--- src/rtl/nfea_pkg.sv ---
// Package with the shared types and status codes of the next-fit extent allocator.
`timescale 1ns / 1ps
package nfea_pkg;

    typedef enum logic [2:0] {
        ST_OK    = 3'd0,
        ST_NOFIT = 3'd1,
        ST_BAD   = 3'd2,
        ST_OOB   = 3'd3,
        ST_FREE  = 3'd4,
        ST_FULL  = 3'd5
    } status_t;

    localparam logic ACT_ALLOC   = 1'b0;
    localparam logic ACT_RELEASE = 1'b1;

    // One extent table entry: start and length, 11 bits each.
    typedef struct packed {
        logic [10:0] start;
        logic [10:0] length;
    } extent_t;

endpackage

--- src/rtl/nfea_ram.sv ---
// Generic single-port-write, single-port-read RAM with a registered read.
`timescale 1ns / 1ps
module nfea_ram #(
    parameter int WIDTH = 22,
    parameter int DEPTH = 16
) (
    input  logic                     aclk,
    input  logic                     wr_en,
    input  logic [$clog2(DEPTH)-1:0] wr_addr,
    input  logic [WIDTH-1:0]         wr_data,
    input  logic [$clog2(DEPTH)-1:0] rd_addr,
    output logic [WIDTH-1:0]         rd_data
);

    logic [WIDTH-1:0] mem [DEPTH];

    // Write port and registered read port.
    always_ff @(posedge aclk) begin
        if (wr_en) begin
            mem[wr_addr] <= wr_data;
        end
        rd_data <= mem[rd_addr];
    end

endmodule

--- src/rtl/next_fit_extent_allocator_top.sv ---
// Top level of the next-fit extent allocator: control sequencer around the extent table RAM.
//
//  channel | dir | fields (tuser / tdata from bit 0)                     | handshake
//  s_      | in  | tuser: action; tdata: request_size, release_address   | s_tvalid/s_tready
//  m_      | out | tdata: status[2:0], overlap_warning, granted_address  | m_tvalid/m_tready
//
// One word is worked on at a time. Each table entry searched is read, then
// checked, and each entry moved by an insert or removal is read, then written.
// A word rejected on its fields alone goes straight to the output, and an
// exact-fit allocate skips the final write. Reset is synchronous and
// restores one extent covering the whole pool. A stalled result is held in the
// output register, and the next input word is taken only once it has been sent.
`timescale 1ns / 1ps
module next_fit_extent_allocator_top
    import nfea_pkg::*;
#(
    parameter int POOL_SIZE   = 1024,
    parameter int MAX_EXTENTS = 16
) (
    input  logic        aclk,
    input  logic        aresetn,
    input  logic        s_tvalid,
    output logic        s_tready,
    input  logic        s_tuser,   // action
    input  logic [23:0] s_tdata,   // request_size, release_address, zero fill
    output logic        m_tvalid,
    input  logic        m_tready,
    output logic [15:0] m_tdata    // status, overlap_warning, granted_address, zero fill
);

    localparam int IW = (MAX_EXTENTS > 2) ? $clog2(MAX_EXTENTS) : 1;
    localparam int CW = $clog2(MAX_EXTENTS + 1);
    localparam logic [CW-1:0] CMAX = CW'(MAX_EXTENTS);
    localparam logic [11:0] POOL = 12'(POOL_SIZE);

    typedef enum logic [3:0] {
        S_IDLE, S_INIT, S_AREAD, S_ACHECK, S_RREAD, S_RCHECK,
        S_SHL_RD, S_SHL_WR, S_SHR_RD, S_SHR_WR, S_FINAL, S_OUT
    } state_t;

    state_t       state_reg;
    logic [CW-1:0] count_reg;
    logic [IW-1:0] rover_reg;
    logic         act_reg;
    logic [10:0]  size_reg, addr_reg;
    logic [CW-1:0] k_reg;      // search step / scan index
    logic [IW-1:0] idx_reg;    // entry being worked on
    logic [IW-1:0] ptr_reg;    // shift pointer
    logic [IW-1:0] last_reg;   // shift end
    extent_t      prev_reg;    // preceding extent during release scan
    logic         has_prev_reg;
    extent_t      wfinal_reg;  // entry written in S_FINAL, after any shift
    logic [IW-1:0] wfaddr_reg;
    logic [IW-1:0] rov_new_reg;
    logic [2:0]   st_reg;
    logic         warn_reg;
    logic [9:0]   grant_reg;

    logic          wr_en;
    logic [IW-1:0] wr_addr, rd_addr;
    extent_t       wr_data, rd_data;

    nfea_ram #(.WIDTH(22), .DEPTH(1 << IW)) u_table (
        .aclk(aclk), .wr_en(wr_en), .wr_addr(wr_addr), .wr_data(wr_data),
        .rd_addr(rd_addr), .rd_data(rd_data)
    );

    // Search index for allocate: rover plus step, wrapped at the count.
    logic [CW:0] asum;
    logic [IW-1:0] aidx;
    assign asum = (CW+1)'(rover_reg) + (CW+1)'(k_reg);
    assign aidx = (asum >= (CW+1)'(count_reg)) ? IW'(asum - (CW+1)'(count_reg)) : IW'(asum);

    // Release arithmetic on the current and preceding entries.
    logic [11:0] endr, endp, endn;
    assign endr = 12'(addr_reg) + 12'(size_reg);
    assign endp = 12'(prev_reg.start) + 12'(prev_reg.length);
    assign endn = 12'(rd_data.start) + 12'(rd_data.length);

    // Read address: search index, scan index, or shift source.
    always_comb begin
        rd_addr = '0;
        unique case (state_reg)
            S_AREAD:  rd_addr = aidx;
            S_RREAD:  rd_addr = IW'(k_reg);
            S_SHL_RD: rd_addr = IW'(ptr_reg + 1'b1);
            S_SHR_RD: rd_addr = IW'(ptr_reg - 1'b1);
            default:  rd_addr = '0;
        endcase
    end

    // Single write port: initial entry, in-place updates, shift moves, final entry.
    always_comb begin
        wr_en = 1'b0;
        wr_addr = '0;
        wr_data = '0;
        unique case (state_reg)
            S_INIT: begin
                wr_en = 1'b1;
                wr_data.start = '0;
                wr_data.length = 11'(POOL_SIZE);
            end
            S_SHL_WR, S_SHR_WR: begin
                wr_en = 1'b1;
                wr_addr = ptr_reg;
                wr_data = rd_data;
            end
            S_FINAL: begin
                wr_en = 1'b1;
                wr_addr = wfaddr_reg;
                wr_data = wfinal_reg;
            end
            default: wr_en = 1'b0;
        endcase
    end

    assign s_tready = (state_reg == S_IDLE);
    assign m_tvalid = (state_reg == S_OUT);
    assign m_tdata  = {2'b0, grant_reg, warn_reg, st_reg};

    // Sequencer: one clocked block for state and registered results.
    always_ff @(posedge aclk) begin
        if (!aresetn) begin
            state_reg <= S_INIT;
            count_reg <= CW'(1);
            rover_reg <= '0;
            st_reg <= '0;
            warn_reg <= 1'b0;
            grant_reg <= '0;
        end else begin
            unique case (state_reg)
                S_INIT: state_reg <= S_IDLE;
                S_IDLE: if (s_tvalid) begin
                    act_reg <= s_tuser;
                    size_reg <= s_tdata[10:0];
                    addr_reg <= s_tdata[21:11];
                    k_reg <= '0;
                    has_prev_reg <= 1'b0;
                    warn_reg <= 1'b0;
                    grant_reg <= '0;
                    if (s_tdata[10:0] == 11'd0) begin
                        st_reg <= ST_BAD;
                        state_reg <= S_OUT;
                    end else if (s_tuser == ACT_ALLOC) begin
                        state_reg <= S_AREAD;
                    end else if (12'(s_tdata[21:11]) > POOL) begin
                        st_reg <= ST_BAD;
                        state_reg <= S_OUT;
                    end else if (12'(s_tdata[21:11]) + 12'(s_tdata[10:0]) > POOL) begin
                        st_reg <= ST_OOB;
                        state_reg <= S_OUT;
                    end else begin
                        state_reg <= S_RREAD;
                    end
                end
                // Allocate search: each entry is read, then checked.
                S_AREAD: begin
                    if (k_reg >= count_reg) begin
                        st_reg <= ST_NOFIT;
                        state_reg <= S_OUT;
                    end else begin
                        idx_reg <= aidx;
                        state_reg <= S_ACHECK;
                    end
                end
                S_ACHECK: begin
                    if (rd_data.length >= size_reg) begin
                        st_reg <= ST_OK;
                        grant_reg <= rd_data.start[9:0];
                        if (rd_data.length == size_reg) begin
                            // Remove the entry by shifting the tail down.
                            count_reg <= count_reg - 1'b1;
                            rov_new_reg <= (CW'(idx_reg) + 1'b1 < count_reg) ? idx_reg : '0;
                            ptr_reg <= idx_reg;
                            last_reg <= IW'(count_reg - 1'b1);
                            wfaddr_reg <= idx_reg;
                            wfinal_reg <= rd_data;
                            state_reg <= (CW'(idx_reg) + 1'b1 < count_reg) ? S_SHL_RD : S_OUT;
                            if (CW'(idx_reg) + 1'b1 >= count_reg) rover_reg <= '0;
                        end else begin
                            wfaddr_reg <= idx_reg;
                            wfinal_reg.start <= rd_data.start + size_reg;
                            wfinal_reg.length <= rd_data.length - size_reg;
                            rov_new_reg <= (CW'(idx_reg) + 1'b1 < count_reg) ?
                                           IW'(idx_reg + 1'b1) : '0;
                            state_reg <= S_FINAL;
                        end
                    end else begin
                        k_reg <= k_reg + 1'b1;
                        state_reg <= S_AREAD;
                    end
                end
                // Release scan: first entry with start above the address.
                S_RREAD: state_reg <= S_RCHECK;
                S_RCHECK: begin
                    if (k_reg < count_reg && rd_data.start <= addr_reg) begin
                        prev_reg <= rd_data;
                        has_prev_reg <= 1'b1;
                        k_reg <= k_reg + 1'b1;
                        state_reg <= S_RREAD;
                    end else begin
                        // k_reg is j; rd_data is the next entry if k_reg < count.
                        st_reg <= ST_OK;
                        if (has_prev_reg && endp >= 12'(addr_reg)) begin
                            if (k_reg < count_reg && endr > endn) begin
                                st_reg <= ST_OOB; state_reg <= S_OUT;
                            end else if (endp > endr) begin
                                st_reg <= ST_FREE; state_reg <= S_OUT;
                            end else if (k_reg < count_reg && endr >= 12'(rd_data.start)) begin
                                warn_reg <= (endp > 12'(addr_reg)) ||
                                            (endr > 12'(rd_data.start));
                                wfinal_reg.start <= prev_reg.start;
                                wfinal_reg.length <= 11'(endn - 12'(prev_reg.start));
                                wfaddr_reg <= IW'(k_reg - 1'b1);
                                // Drop entry j by shifting the tail down.
                                count_reg <= count_reg - 1'b1;
                                ptr_reg <= IW'(k_reg);
                                last_reg <= IW'(count_reg - 1'b1);
                                begin
                                    if (CW'(rover_reg) > k_reg) begin
                                        rov_new_reg <= IW'(rover_reg - 1'b1);
                                    end else if (CW'(rover_reg) >= count_reg - 1'b1) begin
                                        rov_new_reg <= '0;
                                    end else begin
                                        rov_new_reg <= rover_reg;
                                    end
                                end
                                state_reg <= (k_reg + 1'b1 < count_reg) ? S_SHL_RD : S_FINAL;
                            end else begin
                                warn_reg <= (endp > 12'(addr_reg));
                                wfinal_reg.start <= prev_reg.start;
                                wfinal_reg.length <= 11'(endr - 12'(prev_reg.start));
                                wfaddr_reg <= IW'(k_reg - 1'b1);
                                rov_new_reg <= rover_reg;
                                state_reg <= S_FINAL;
                            end
                        end else if (k_reg < count_reg && endr > endn) begin
                            st_reg <= ST_OOB; state_reg <= S_OUT;
                        end else if (k_reg < count_reg && endr >= 12'(rd_data.start)) begin
                            warn_reg <= (endr > 12'(rd_data.start));
                            wfinal_reg.start <= addr_reg;
                            wfinal_reg.length <= 11'(endn - 12'(addr_reg));
                            wfaddr_reg <= IW'(k_reg);
                            rov_new_reg <= rover_reg;
                            state_reg <= S_FINAL;
                        end else if (count_reg >= CMAX) begin
                            st_reg <= ST_FULL; state_reg <= S_OUT;
                        end else begin
                            // Insert at j: shift the tail up.
                            wfinal_reg.start <= addr_reg;
                            wfinal_reg.length <= size_reg;
                            wfaddr_reg <= IW'(k_reg);
                            count_reg <= count_reg + 1'b1;
                            rov_new_reg <= (count_reg != '0 && CW'(rover_reg) >= k_reg) ?
                                           IW'(rover_reg + 1'b1) : rover_reg;
                            ptr_reg <= IW'(count_reg);
                            last_reg <= IW'(k_reg);
                            state_reg <= (count_reg > k_reg) ? S_SHR_RD : S_FINAL;
                        end
                    end
                end
                // Shift down: entry ptr+1 moves to ptr.
                S_SHL_RD: state_reg <= S_SHL_WR;
                S_SHL_WR: begin
                    ptr_reg <= ptr_reg + 1'b1;
                    if (IW'(ptr_reg + 1'b1) >= last_reg) begin
                        state_reg <= (act_reg == ACT_ALLOC) ? S_OUT : S_FINAL;
                        if (act_reg == ACT_ALLOC) rover_reg <= rov_new_reg;
                    end else begin
                        state_reg <= S_SHL_RD;
                    end
                end
                // Shift up: entry ptr-1 moves to ptr.
                S_SHR_RD: state_reg <= S_SHR_WR;
                S_SHR_WR: begin
                    ptr_reg <= ptr_reg - 1'b1;
                    state_reg <= (IW'(ptr_reg - 1'b1) <= last_reg) ? S_FINAL : S_SHR_RD;
                end
                S_FINAL: begin
                    rover_reg <= rov_new_reg;
                    state_reg <= S_OUT;
                end
                S_OUT: if (m_tready) state_reg <= S_IDLE;
                default: state_reg <= S_IDLE;
            endcase
        end
    end

    // A result word is never offered while an input word can be accepted.
    property p_no_overlap;
        @(posedge aclk) disable iff (!aresetn) !(m_tvalid && s_tready);
    endproperty
    assert property (p_no_overlap) else $error("result and input overlap");

    property p_count_range;
        @(posedge aclk) disable iff (!aresetn) count_reg <= CMAX;
    endproperty
    assert property (p_count_range) else $error("extent count out of range");

    property p_ok_nowarn_alloc;
        @(posedge aclk) disable iff (!aresetn)
            (m_tvalid && st_reg != ST_OK) |-> (!warn_reg && grant_reg == '0);
    endproperty
    assert property (p_ok_nowarn_alloc) else $error("failure with payload");

    property p_rover;
        @(posedge aclk) disable iff (!aresetn)
            (state_reg == S_IDLE && count_reg != '0) |-> (CW'(rover_reg) < count_reg);
    endproperty
    assert property (p_rover) else $error("rover beyond count");

endmodule
--- config.mk ---
export PLATFORM = sky130hd
export DESIGN_NAME = next_fit_extent_allocator_top
export DESIGN_NICKNAME = d
export VERILOG_FILES = /design/src/rtl/nfea_pkg.sv /design/src/rtl/nfea_ram.sv /design/src/rtl/next_fit_extent_allocator_top.sv
export SDC_FILE = /design/constraint.sdc
export NUM_CORES = 1
export LEC_CHECK = 0
export BUFFER_PORTS_ARGS = -buffer_cell sky130_fd_sc_hd__buf_2
export CORE_MARGIN = 5
export CORE_UTILIZATION = 33
export DETAILED_ROUTE_END_ITERATION = 7
export PLACE_DENSITY = 0.51
export SYNTH_ARGS = -nofsm -noshare
export SYNTH_HDL_FRONTEND = slang
export SYNTH_SLANG_ARGS = --single-unit
--- constraint.sdc ---
create_clock -name aclk -period 11.4 [get_ports aclk]
set_input_delay 0 -clock aclk [delete_from_list [all_inputs] [get_ports aclk]]
set_output_delay 0 -clock aclk [all_outputs]
set_load 0.05 [all_outputs]
# After elaboration in Yosys (flattened, before gate mapping)
# Memories as Yosys holds them, arrays and structs flattened. A register that Yosys moved wholly into a read port is not among the register bits.
# Index checks and enable logic that the tools add are counted.
# op_classes
bitwise_logic	1
add_sub_neg	21
order_cmp	23
eq_ne	32
reduce_logical	32
n_mux	138
# op_table
operator	n
$mux 4	65
$mux 22	9
$pmux 22 s3	1
$mux 5	13
$add 11x11->12	4
$pmux 22 s2	1
$pmux 4 s11	1
$sub 11x11->11	4
$mux 3	14
$pmux 4 s2	4
$pmux 4 s4	2
$ge 12x11->1	2
$gt 12x11->1	2
$gt 12x12->1	2
$ne 2x2->1 const B	11
$mux 10	2
$pmux 10 s2	1
$reduce_and 10->1	2
$eq 4x3->1 const B	4
$eq 4x4->1 const B	4
$lt 5x5->1	3
$ne 3x3->1 const B	5
$pmux 5 s3	1
$reduce_and 7->1	2
other kinds (51)	88
# totals
ff_bits	120
input_bits	29
mem_bits_rw	352
elab_cells	268
mem_count	1
# mem_list
name	words	width	rd	rd_clocked_by_memory_dff	write_ports	line	source
u_table.mem	16	22	1	1	1	nfea_ram.sv:15	logic [WIDTH-1:0] mem [DEPTH];

# Depth between registers and ports, before layout
# Gate-level depths: netlist of run 1.
# depth
depth_word	10
ltp_mapped	28

# Modules after synthesis
# A second synthesis of run 1 with hierarchy kept.
# unflattened
hier_cells	2160
area_unflattened_um2	26927.1
# modules_own_cells
module	area_each_um2	cells_per_inst	instances
nfea_ram	13822.0	583	1
next_fit_extent_allocator_top	13105.1	1577	1

# Worst setup path after synthesis of run 1
# OpenSTA, ideal clock, no wires.
# synth_timing
path_type	reg2reg
from	register addr_reg[0]
to	register wfinal_reg[10] (netlist bit) (data pin)
setup_slack_ns	5.601
setup_time_ns	0.271
path_stages_with_launch	27
path_buffers	2
arrival_ns	5.528
cell_sequence	edfxtp_1 ha_1 inv_1 fa_1 nor2b_1 o21ai_0 a21boi_0 o21a_1 o311ai_0 ha_1 a21oi_1 o211a_1 o211ai_1 nand2_1 clkbuf_1 clkbuf_1 a21oi_1 ha_1 fa_1 nand2b_1 a21oi_1 o211ai_1 a31oi_1 mux2i_1 o211a_1 mux2i_1 o211ai_1
# synth_between
elab_chain_len	9
# synth_rtl
element	line	source
start, declared	next_fit_extent_allocator_top.sv:45	logic [10:0] size_reg, addr_reg;
start signal, assigned	next_fit_extent_allocator_top.sv:136	addr_reg <= s_tdata[21:11];
$add 11x11->12	next_fit_extent_allocator_top.sv:76	assign endr = 12'(addr_reg) + 12'(size_reg);
$ge 12x11->1	next_fit_extent_allocator_top.sv:209, next_fit_extent_allocator_top.sv:239	
$logic_and 1x1->1	next_fit_extent_allocator_top.sv:209, next_fit_extent_allocator_top.sv:239	
$mux 11	next_fit_extent_allocator_top.sv:209	end else if (k_reg < count_reg && endr >= 12'(rd_data.start)) begin
$mux 22	next_fit_extent_allocator_top.sv:207	end else if (endp > endr) begin
$mux 22	next_fit_extent_allocator_top.sv:205	if (k_reg < count_reg && endr > endn) begin
$mux 22 (*)	next_fit_extent_allocator_top.sv:204	if (has_prev_reg && endp >= 12'(addr_reg)) begin
$mux 22 (*)	next_fit_extent_allocator_top.sv:196	if (k_reg < count_reg && rd_data.start <= addr_reg) begin
$pmux 22 s2 (*)	next_fit_extent_allocator_top.sv:131	unique case (state_reg)
end signal, assigned	next_fit_extent_allocator_top.sv:177	wfinal_reg <= rd_data;
end, declared	next_fit_extent_allocator_top.sv:52	extent_t wfinal_reg;
# Every way passes the cells marked *; elsewhere a longest branch is shown, timed or not. The select of a mux whose other input is x is not followed.
# A chain may end at the register's enable or synchronous reset.

# Final worst setup path of run 1
# Ends and elaborated chain as after synthesis.

==> results of run 1 <==
-- cells in the mapped netlist, drive strengths merged (7+ instances only) --
cell,n
mux2,26
buf,44
a211oi,82
fa,10
o311ai,8
ha,190
and2,63
o31ai,11
nand2b,26
o211ai,18
o211a,8
o21ai,100
a21o,22
nand3,43
a21boi,18
a22oi,18
a22o,24
o21a,16
xnor2,44
a221o,20
mux2i,98
and3,29
a2111oi,8
nand4,24
or4,7
nor3,43
xor2,23
nor2,141
o32ai,21
edfxtp,445
nor2b,36
or3,12
dfxtp,49
o22ai,10
inv,134
o2111ai,11
a31oi,66
nor4,15
nand2,247
clkbuf,67
a21oi,115
-- stage by stage --
stage,hold slack (ns),area (um2),util,worst slack (ns)
after floorplan,0.0989,27600,-,5.60
after global placement,0.231,29100,0.350,4.78
after detailed placement,0.228,29100,0.350,4.78
after CTS,0.117,31400,0.377,4.75
after global routing,0.133,31400,0.377,4.35
final,0.148,31400,0.377,4.72
-- final timing paths --
check / from / end / cells past startpoint
worst max-delay path: addr_reg[0] / wfinal_reg[10] / 26
worst min-delay path: s_tdata[20] / addr_reg[9] / 2
worst max register to register: addr_reg[0] / wfinal_reg[10] / 26
worst min register to register: warn_reg / warn_reg / 2
-- where the power goes --
| part | internal [mW] | switching [mW] | total, mW | leakage (nW) |
|---|---|---|---|---|
| Combinational | 1.26 | 2.05 | 3.31 | 6.09 |
| Sequential | 2.20 | 0.171 | 2.37 | 4.34 |
| Clock | 1.18 | 0.746 | 1.92 | 0.964 |
-- kinds of logic after synthesis --
kind of cell | count (synthesis)
AND/OR/NAND/NOR | 714
AO/OA/AOI/OAI | 627
flip-flops | 494
buffers and inverters | 247
adder cells (fa/ha/maj) | 200
multiplexers | 124
XOR/XNOR | 67
other | 1
-- critical path: stages (launching register included) --
cell and delay [ns]:
edfxtp_1 0.60, ha_1 0.27, inv_1 0.06, fa_1 0.40
nor2b_1 0.12, o21ai_0 0.11, a21boi_0 0.39, o21a_1 0.23
xor2_1 0.45, ha_1 0.37, nand4_1 0.11, o211a_1 0.19
o211ai_1 0.10, buf_4 0.21, nand2_1 0.23, buf_4 0.30
a21oi_1 0.10, ha_1 0.21, fa_1 0.37, nand2b_1 0.17
a21oi_1 0.23, o211ai_1 0.15, a31oi_1 0.37, mux2i_1 0.18
o211a_1 0.25, mux2i_1 0.14, o211ai_1 0.11
-- layer usage --
layer	track usage	wire (um)	vias to the layer above
met5	0	0	-
met3	0.0227	3970	121
met1	0.244	36800	9940
li1	-	-	9487
met4	0.0525	2690	0
met2	0.312	40100	567
-- final cells by class --
cell class | instances | area share
flip-flops and latches | 494 | 0.457
clock inverters | 35 | 0.0164
inverters | 136 | 0.0163
repair buffers | 105 | 0.0243
well taps | 1080 | 0.0430
multi-input cells | 1734 | 0.396
clock buffers | 68 | 0.0470
==> results.cfg, run 1 <==
[cts]
htreeDepth = 2
clock_latency_ns = 0.61
path_clk_slew_ns = 0.06
cts_tree = done
cts_buffer_depth = 3
post_cts_buffers = 0
cts.repair.resized = 0
root_buffer = clkbuf_16
ctsHoldBuffers = 27
numCtsBuffers = 55
clock_sinks = 494

[yosys]
ys_ff_latch = 494
synth_compound_area_frac = 0.157
synth_top_family_by_area = compound AO/OA/AOI/OAI gates
synthXorXnorAreaFrac = 0.0212
async_flop_share = 0
yosys.area_share.adder = 0.0933
synthMuxAreaShare = 0.0461
syn-instance-count = 2474
syn_area_mm2 = 0.0276
synthTopCellsByArea = edfxtp_1 48%, ha_1 8.6%, dfxtp_1 3.6%
yosysWarnings = 0
avgSynthCellArea_um2 = 11.2
synth_cell_type_count = 85
ys.flop_type = edfxtp_1
yosys.area_share.simple = 0.126
yosysTopAreaCell = edfxtp_1
synth_top_area_frac = 0.484
synth-edff-count = 445
ys_seq_area_frac = 0.519

[route]
wire_per_inst_um = 22.9
firstDrtPassIters = 5
drt_iter0_drc = 1651
drc = 0
wl_mm = 83.6
vias = 20100
ant_nets = 0
viasPerCell = 5.51

[placement]
dpl.cell_count = 3522
gp_congestion = 0.902
hpwlAfterDp_mm = 57.2
io_buffers = 42

[timing]
rsz0062_at_grt = no
timing.slew.headroom = 0.219
finalHoldViolations = 0
post-route-period-util = 0.586
setup_tns_ns = 0
setup_viol = 0
tightest_slew_ns = 1.17
max_freq_ghz = 0.150
min_period_ns = 6.68
drv_slew = 0
fin_worst_skew_ns = 0.0201

[global_route]
global_route.usage.total = 0.182
grt_pass1_wl_mm = 126
antenna_found_initial = 0
grt_overflow = 0
grt_max_degree = 159
grt_pass1_vias = 19800

[setup_path]
arrival_ns = 7.03
critPathKind = reg2reg
critPathMaxFanout = 18
reg2reg_slack_ns = 4.72
worstPathRequired_ns = 11.75
crit_path_start_kind = flip-flop
end_kind = flip-flop

[floorplan]
rows = 106
design.die.area_mm2 = 0.0896
fp.dieH_um = 299
fp.coreArea_mm2 = 0.0833
start_util = 0.332
fp.dieW_um = 299
io_pins = 47

[cells_and_area]
top_register = u_table.mem
largest_reg_flops = 352
fin_cells = 3652
drive_above_1_share = 0.0945
multi_input_area_mm2 = 0.0124
ff_latch_area_mm2 = 0.0143
syn_to_final_growth_pct = 13.7
final_common_cell = edfxtp_1
nets = 2755
num-fill-cells = 8035
final_cell_mix = 445 x edfxtp_1, 246 x nand2_1, 190 x ha_1, 134 x inv_1, 118 x nor2_1
diodes = 0

[power]
power_leakage_nw = 11.4
vdd_drop_max_uv = 116
finalPower_mw = 7.60
power_density_mw_per_mm2 = 242

[hold_path]
hold_class = in2reg

[run]
maxCapViolations = 0

[status]
outcome = completed
Power figures use the tool's default switching activity.
==> run 2, diff against run 1 <==
- PLACE_DENSITY: 0.51 -> 0.53
- clock period: 11.4 -> 5.54 ns (I/O delays scaled with it)
==> results.cfg, run 2 (synthesis gave the netlist of run 1 again) <==
[status]
outcome = completed

[placement]
pre_cts_slack_ns = -0.203
dpl.cell_count = 3591
io_buffers = 42
gp_congestion = 0.967
place_area_mm2 = 0.0296
hpwlAfterDp_mm = 60.8

[timing]
drv_slew = 0
min_period_ns = 5.27
setup_tns_ns = 0
post-route-period-util = 0.952
timing.slew.headroom = 0.307
fin_hold_ws_ns = 0.165
finalHoldViolations = 0
finalWorstSetupSlack_ns = 0.266
setup_viol = 0
fin_worst_skew_ns = 0.0377
tightest_slew_ns = 1.04
max_freq_ghz = 0.190

[cells_and_area]
largest_reg_flops = 352
multi_input_area_mm2 = 0.0124
fin_cells = 3725
final_core_util = 0.382
nets = 2827
num-fill-cells = 8000
ff_latch_area_mm2 = 0.0143
syn_to_final_growth_pct = 15.3
top_register = u_table.mem
final_cell_mix = 445 x edfxtp_1, 245 x nand2_1, 187 x ha_1, 134 x inv_1, 116 x nor2_1
drive_above_1_share = 0.123
stdcell_area_mm2 = 0.0318
final_common_cell = edfxtp_1

[cts]
path_clk_slew_ns = 0.07
root_buffer = clkbuf_16
cts_tree = done
htreeDepth = 2
clock_sinks = 494
numCtsBuffers = 54
cts_buffer_depth = 3
clock_latency_ns = 0.64

[floorplan]
fp.dieH_um = 299
io_pins = 47
rows = 106
start_util = 0.332
design.die.area_mm2 = 0.0896
fp.coreArea_mm2 = 0.0833
fp.dieW_um = 299

[global_route]
grt_overflow = 0
grt_pass1_wl_mm = 131
antenna_found_initial = 0
grt_pass1_vias = 20400
global_route.usage.total = 0.190
grt_max_degree = 84

[setup_path]
critPathMaxFanout = 4
regToRegEndpoint = wfinal_reg[10]
crit_start = size_reg[0]
reg2reg_slack_ns = 0.27
end_kind = flip-flop
reg2reg_from = size_reg[0]
crit_path_end = wfinal_reg[10]
crit_path_start_kind = flip-flop
worstPathRequired_ns = 5.89
reg2reg_depth = 27
critPathKind = reg2reg
arrival_ns = 5.62

[power]
vdd_drop_max_uv = 226
power_leakage_nw = 11.7
power_density_mw_per_mm2 = 495
finalPower_mw = 15.8

[route]
wl_mm = 88.4
vias = 20800
drc = 0
wire_per_inst_um = 23.7
viasPerCell = 5.59
ant_nets = 0
firstDrtPassIters = 5
drt_iter0_drc = 1938

[hold_path]
hold_class = in2reg

[run]
maxCapViolations = 0
-- run 2: changes by cell type in the layout (fill, tap and decap cells not counted), moves of 5 or more --
cell / before / now
bufinv_16: 11 / 4
buf_4: 35 / 102
buf_12: 1 / 6
nor2_2: 7 / 24
clkinv_1: 5 / 13
nor2_4: 16 / 1
-- run 2: power by group --
group          switching (mW)  internal [mW]  leakage, nW  total [mW]
clock                    1.58           2.08        0.886        3.66
sequential              0.304           4.53         4.34        4.83
combinational            4.43           2.83         6.47        7.26
-- run 2: final cells by class --
cell class / count / area share
Sequential cell: 494 / 0.450
Multi-Input combinational cell: 1734 / 0.390
Clock buffer: 66 / 0.0457
Timing Repair Buffer: 178 / 0.0433
Tap cell: 1080 / 0.0424
Inverter: 136 / 0.0160
Clock inverter: 36 / 0.0116
Antenna cell: 1 / 0.0000786
-- run 2: worst max-delay path, cell delays in order, from the launching register on --
cell and delay (ns):
edfxtp_1 0.41, ha_2 0.23, inv_1 0.07, fa_1 0.20
nor2b_1 0.06, o21ai_1 0.24, a21boi_2 0.14, buf_4 0.15
o2111ai_1 0.24, o311ai_2 0.18, ha_1 0.39, nand3_1 0.10
nor2_2 0.15, o31ai_1 0.10, o211ai_1 0.15, nand2_2 0.12
nor2_2 0.12, a21oi_1 0.05, ha_2 0.20, fa_2 0.34
nand2b_1 0.18, a21oi_2 0.18, o211ai_1 0.14, a31oi_2 0.27
mux2i_1 0.28, nor4_1 0.08, mux2i_1 0.16, o211ai_1 0.09
-- run 2: what timing repair did --
| item | in CTS | in global routing |
|---|---|---|
| gates resized for setup | 2 | 19 |
| pin swaps | 0 | 7 |
| buffers inserted | 0 | 4 |
| endpoints found under the hold margin | 39 | 0 |
| cloned | 0 | 0 |
| hold buffers | 27 | 0 |
| endpoints found under the setup margin | 2 | 12 |
-- run 2: how the worst min path moves through the flow --
stage | startpoint | end | depth (start not counted)
floorplan | s_tuser | act_reg | 0
global placement | s_tdata[19] | addr_reg[8] | 1
detailed placement | s_tdata[19] | addr_reg[8] | 1
CTS | s_tdata[19] | addr_reg[8] | 2
global route | s_tdata[19] | addr_reg[8] | 2
finish | s_tdata[19] | addr_reg[8] | 2
-- run 2: metal layers --
| layer | vias up | track usage | part of all wire |
|---|---|---|---|
| li1 | 9626 | - | - |
| met5 | - | 0 | 0 |
| met1 | 10400 | 0.260 | 0.44 |
| met4 | 0 | 0.0665 | 0.039 |
| met2 | 695 | 0.316 | 0.47 |
| met3 | 148 | 0.0211 | 0.055 |
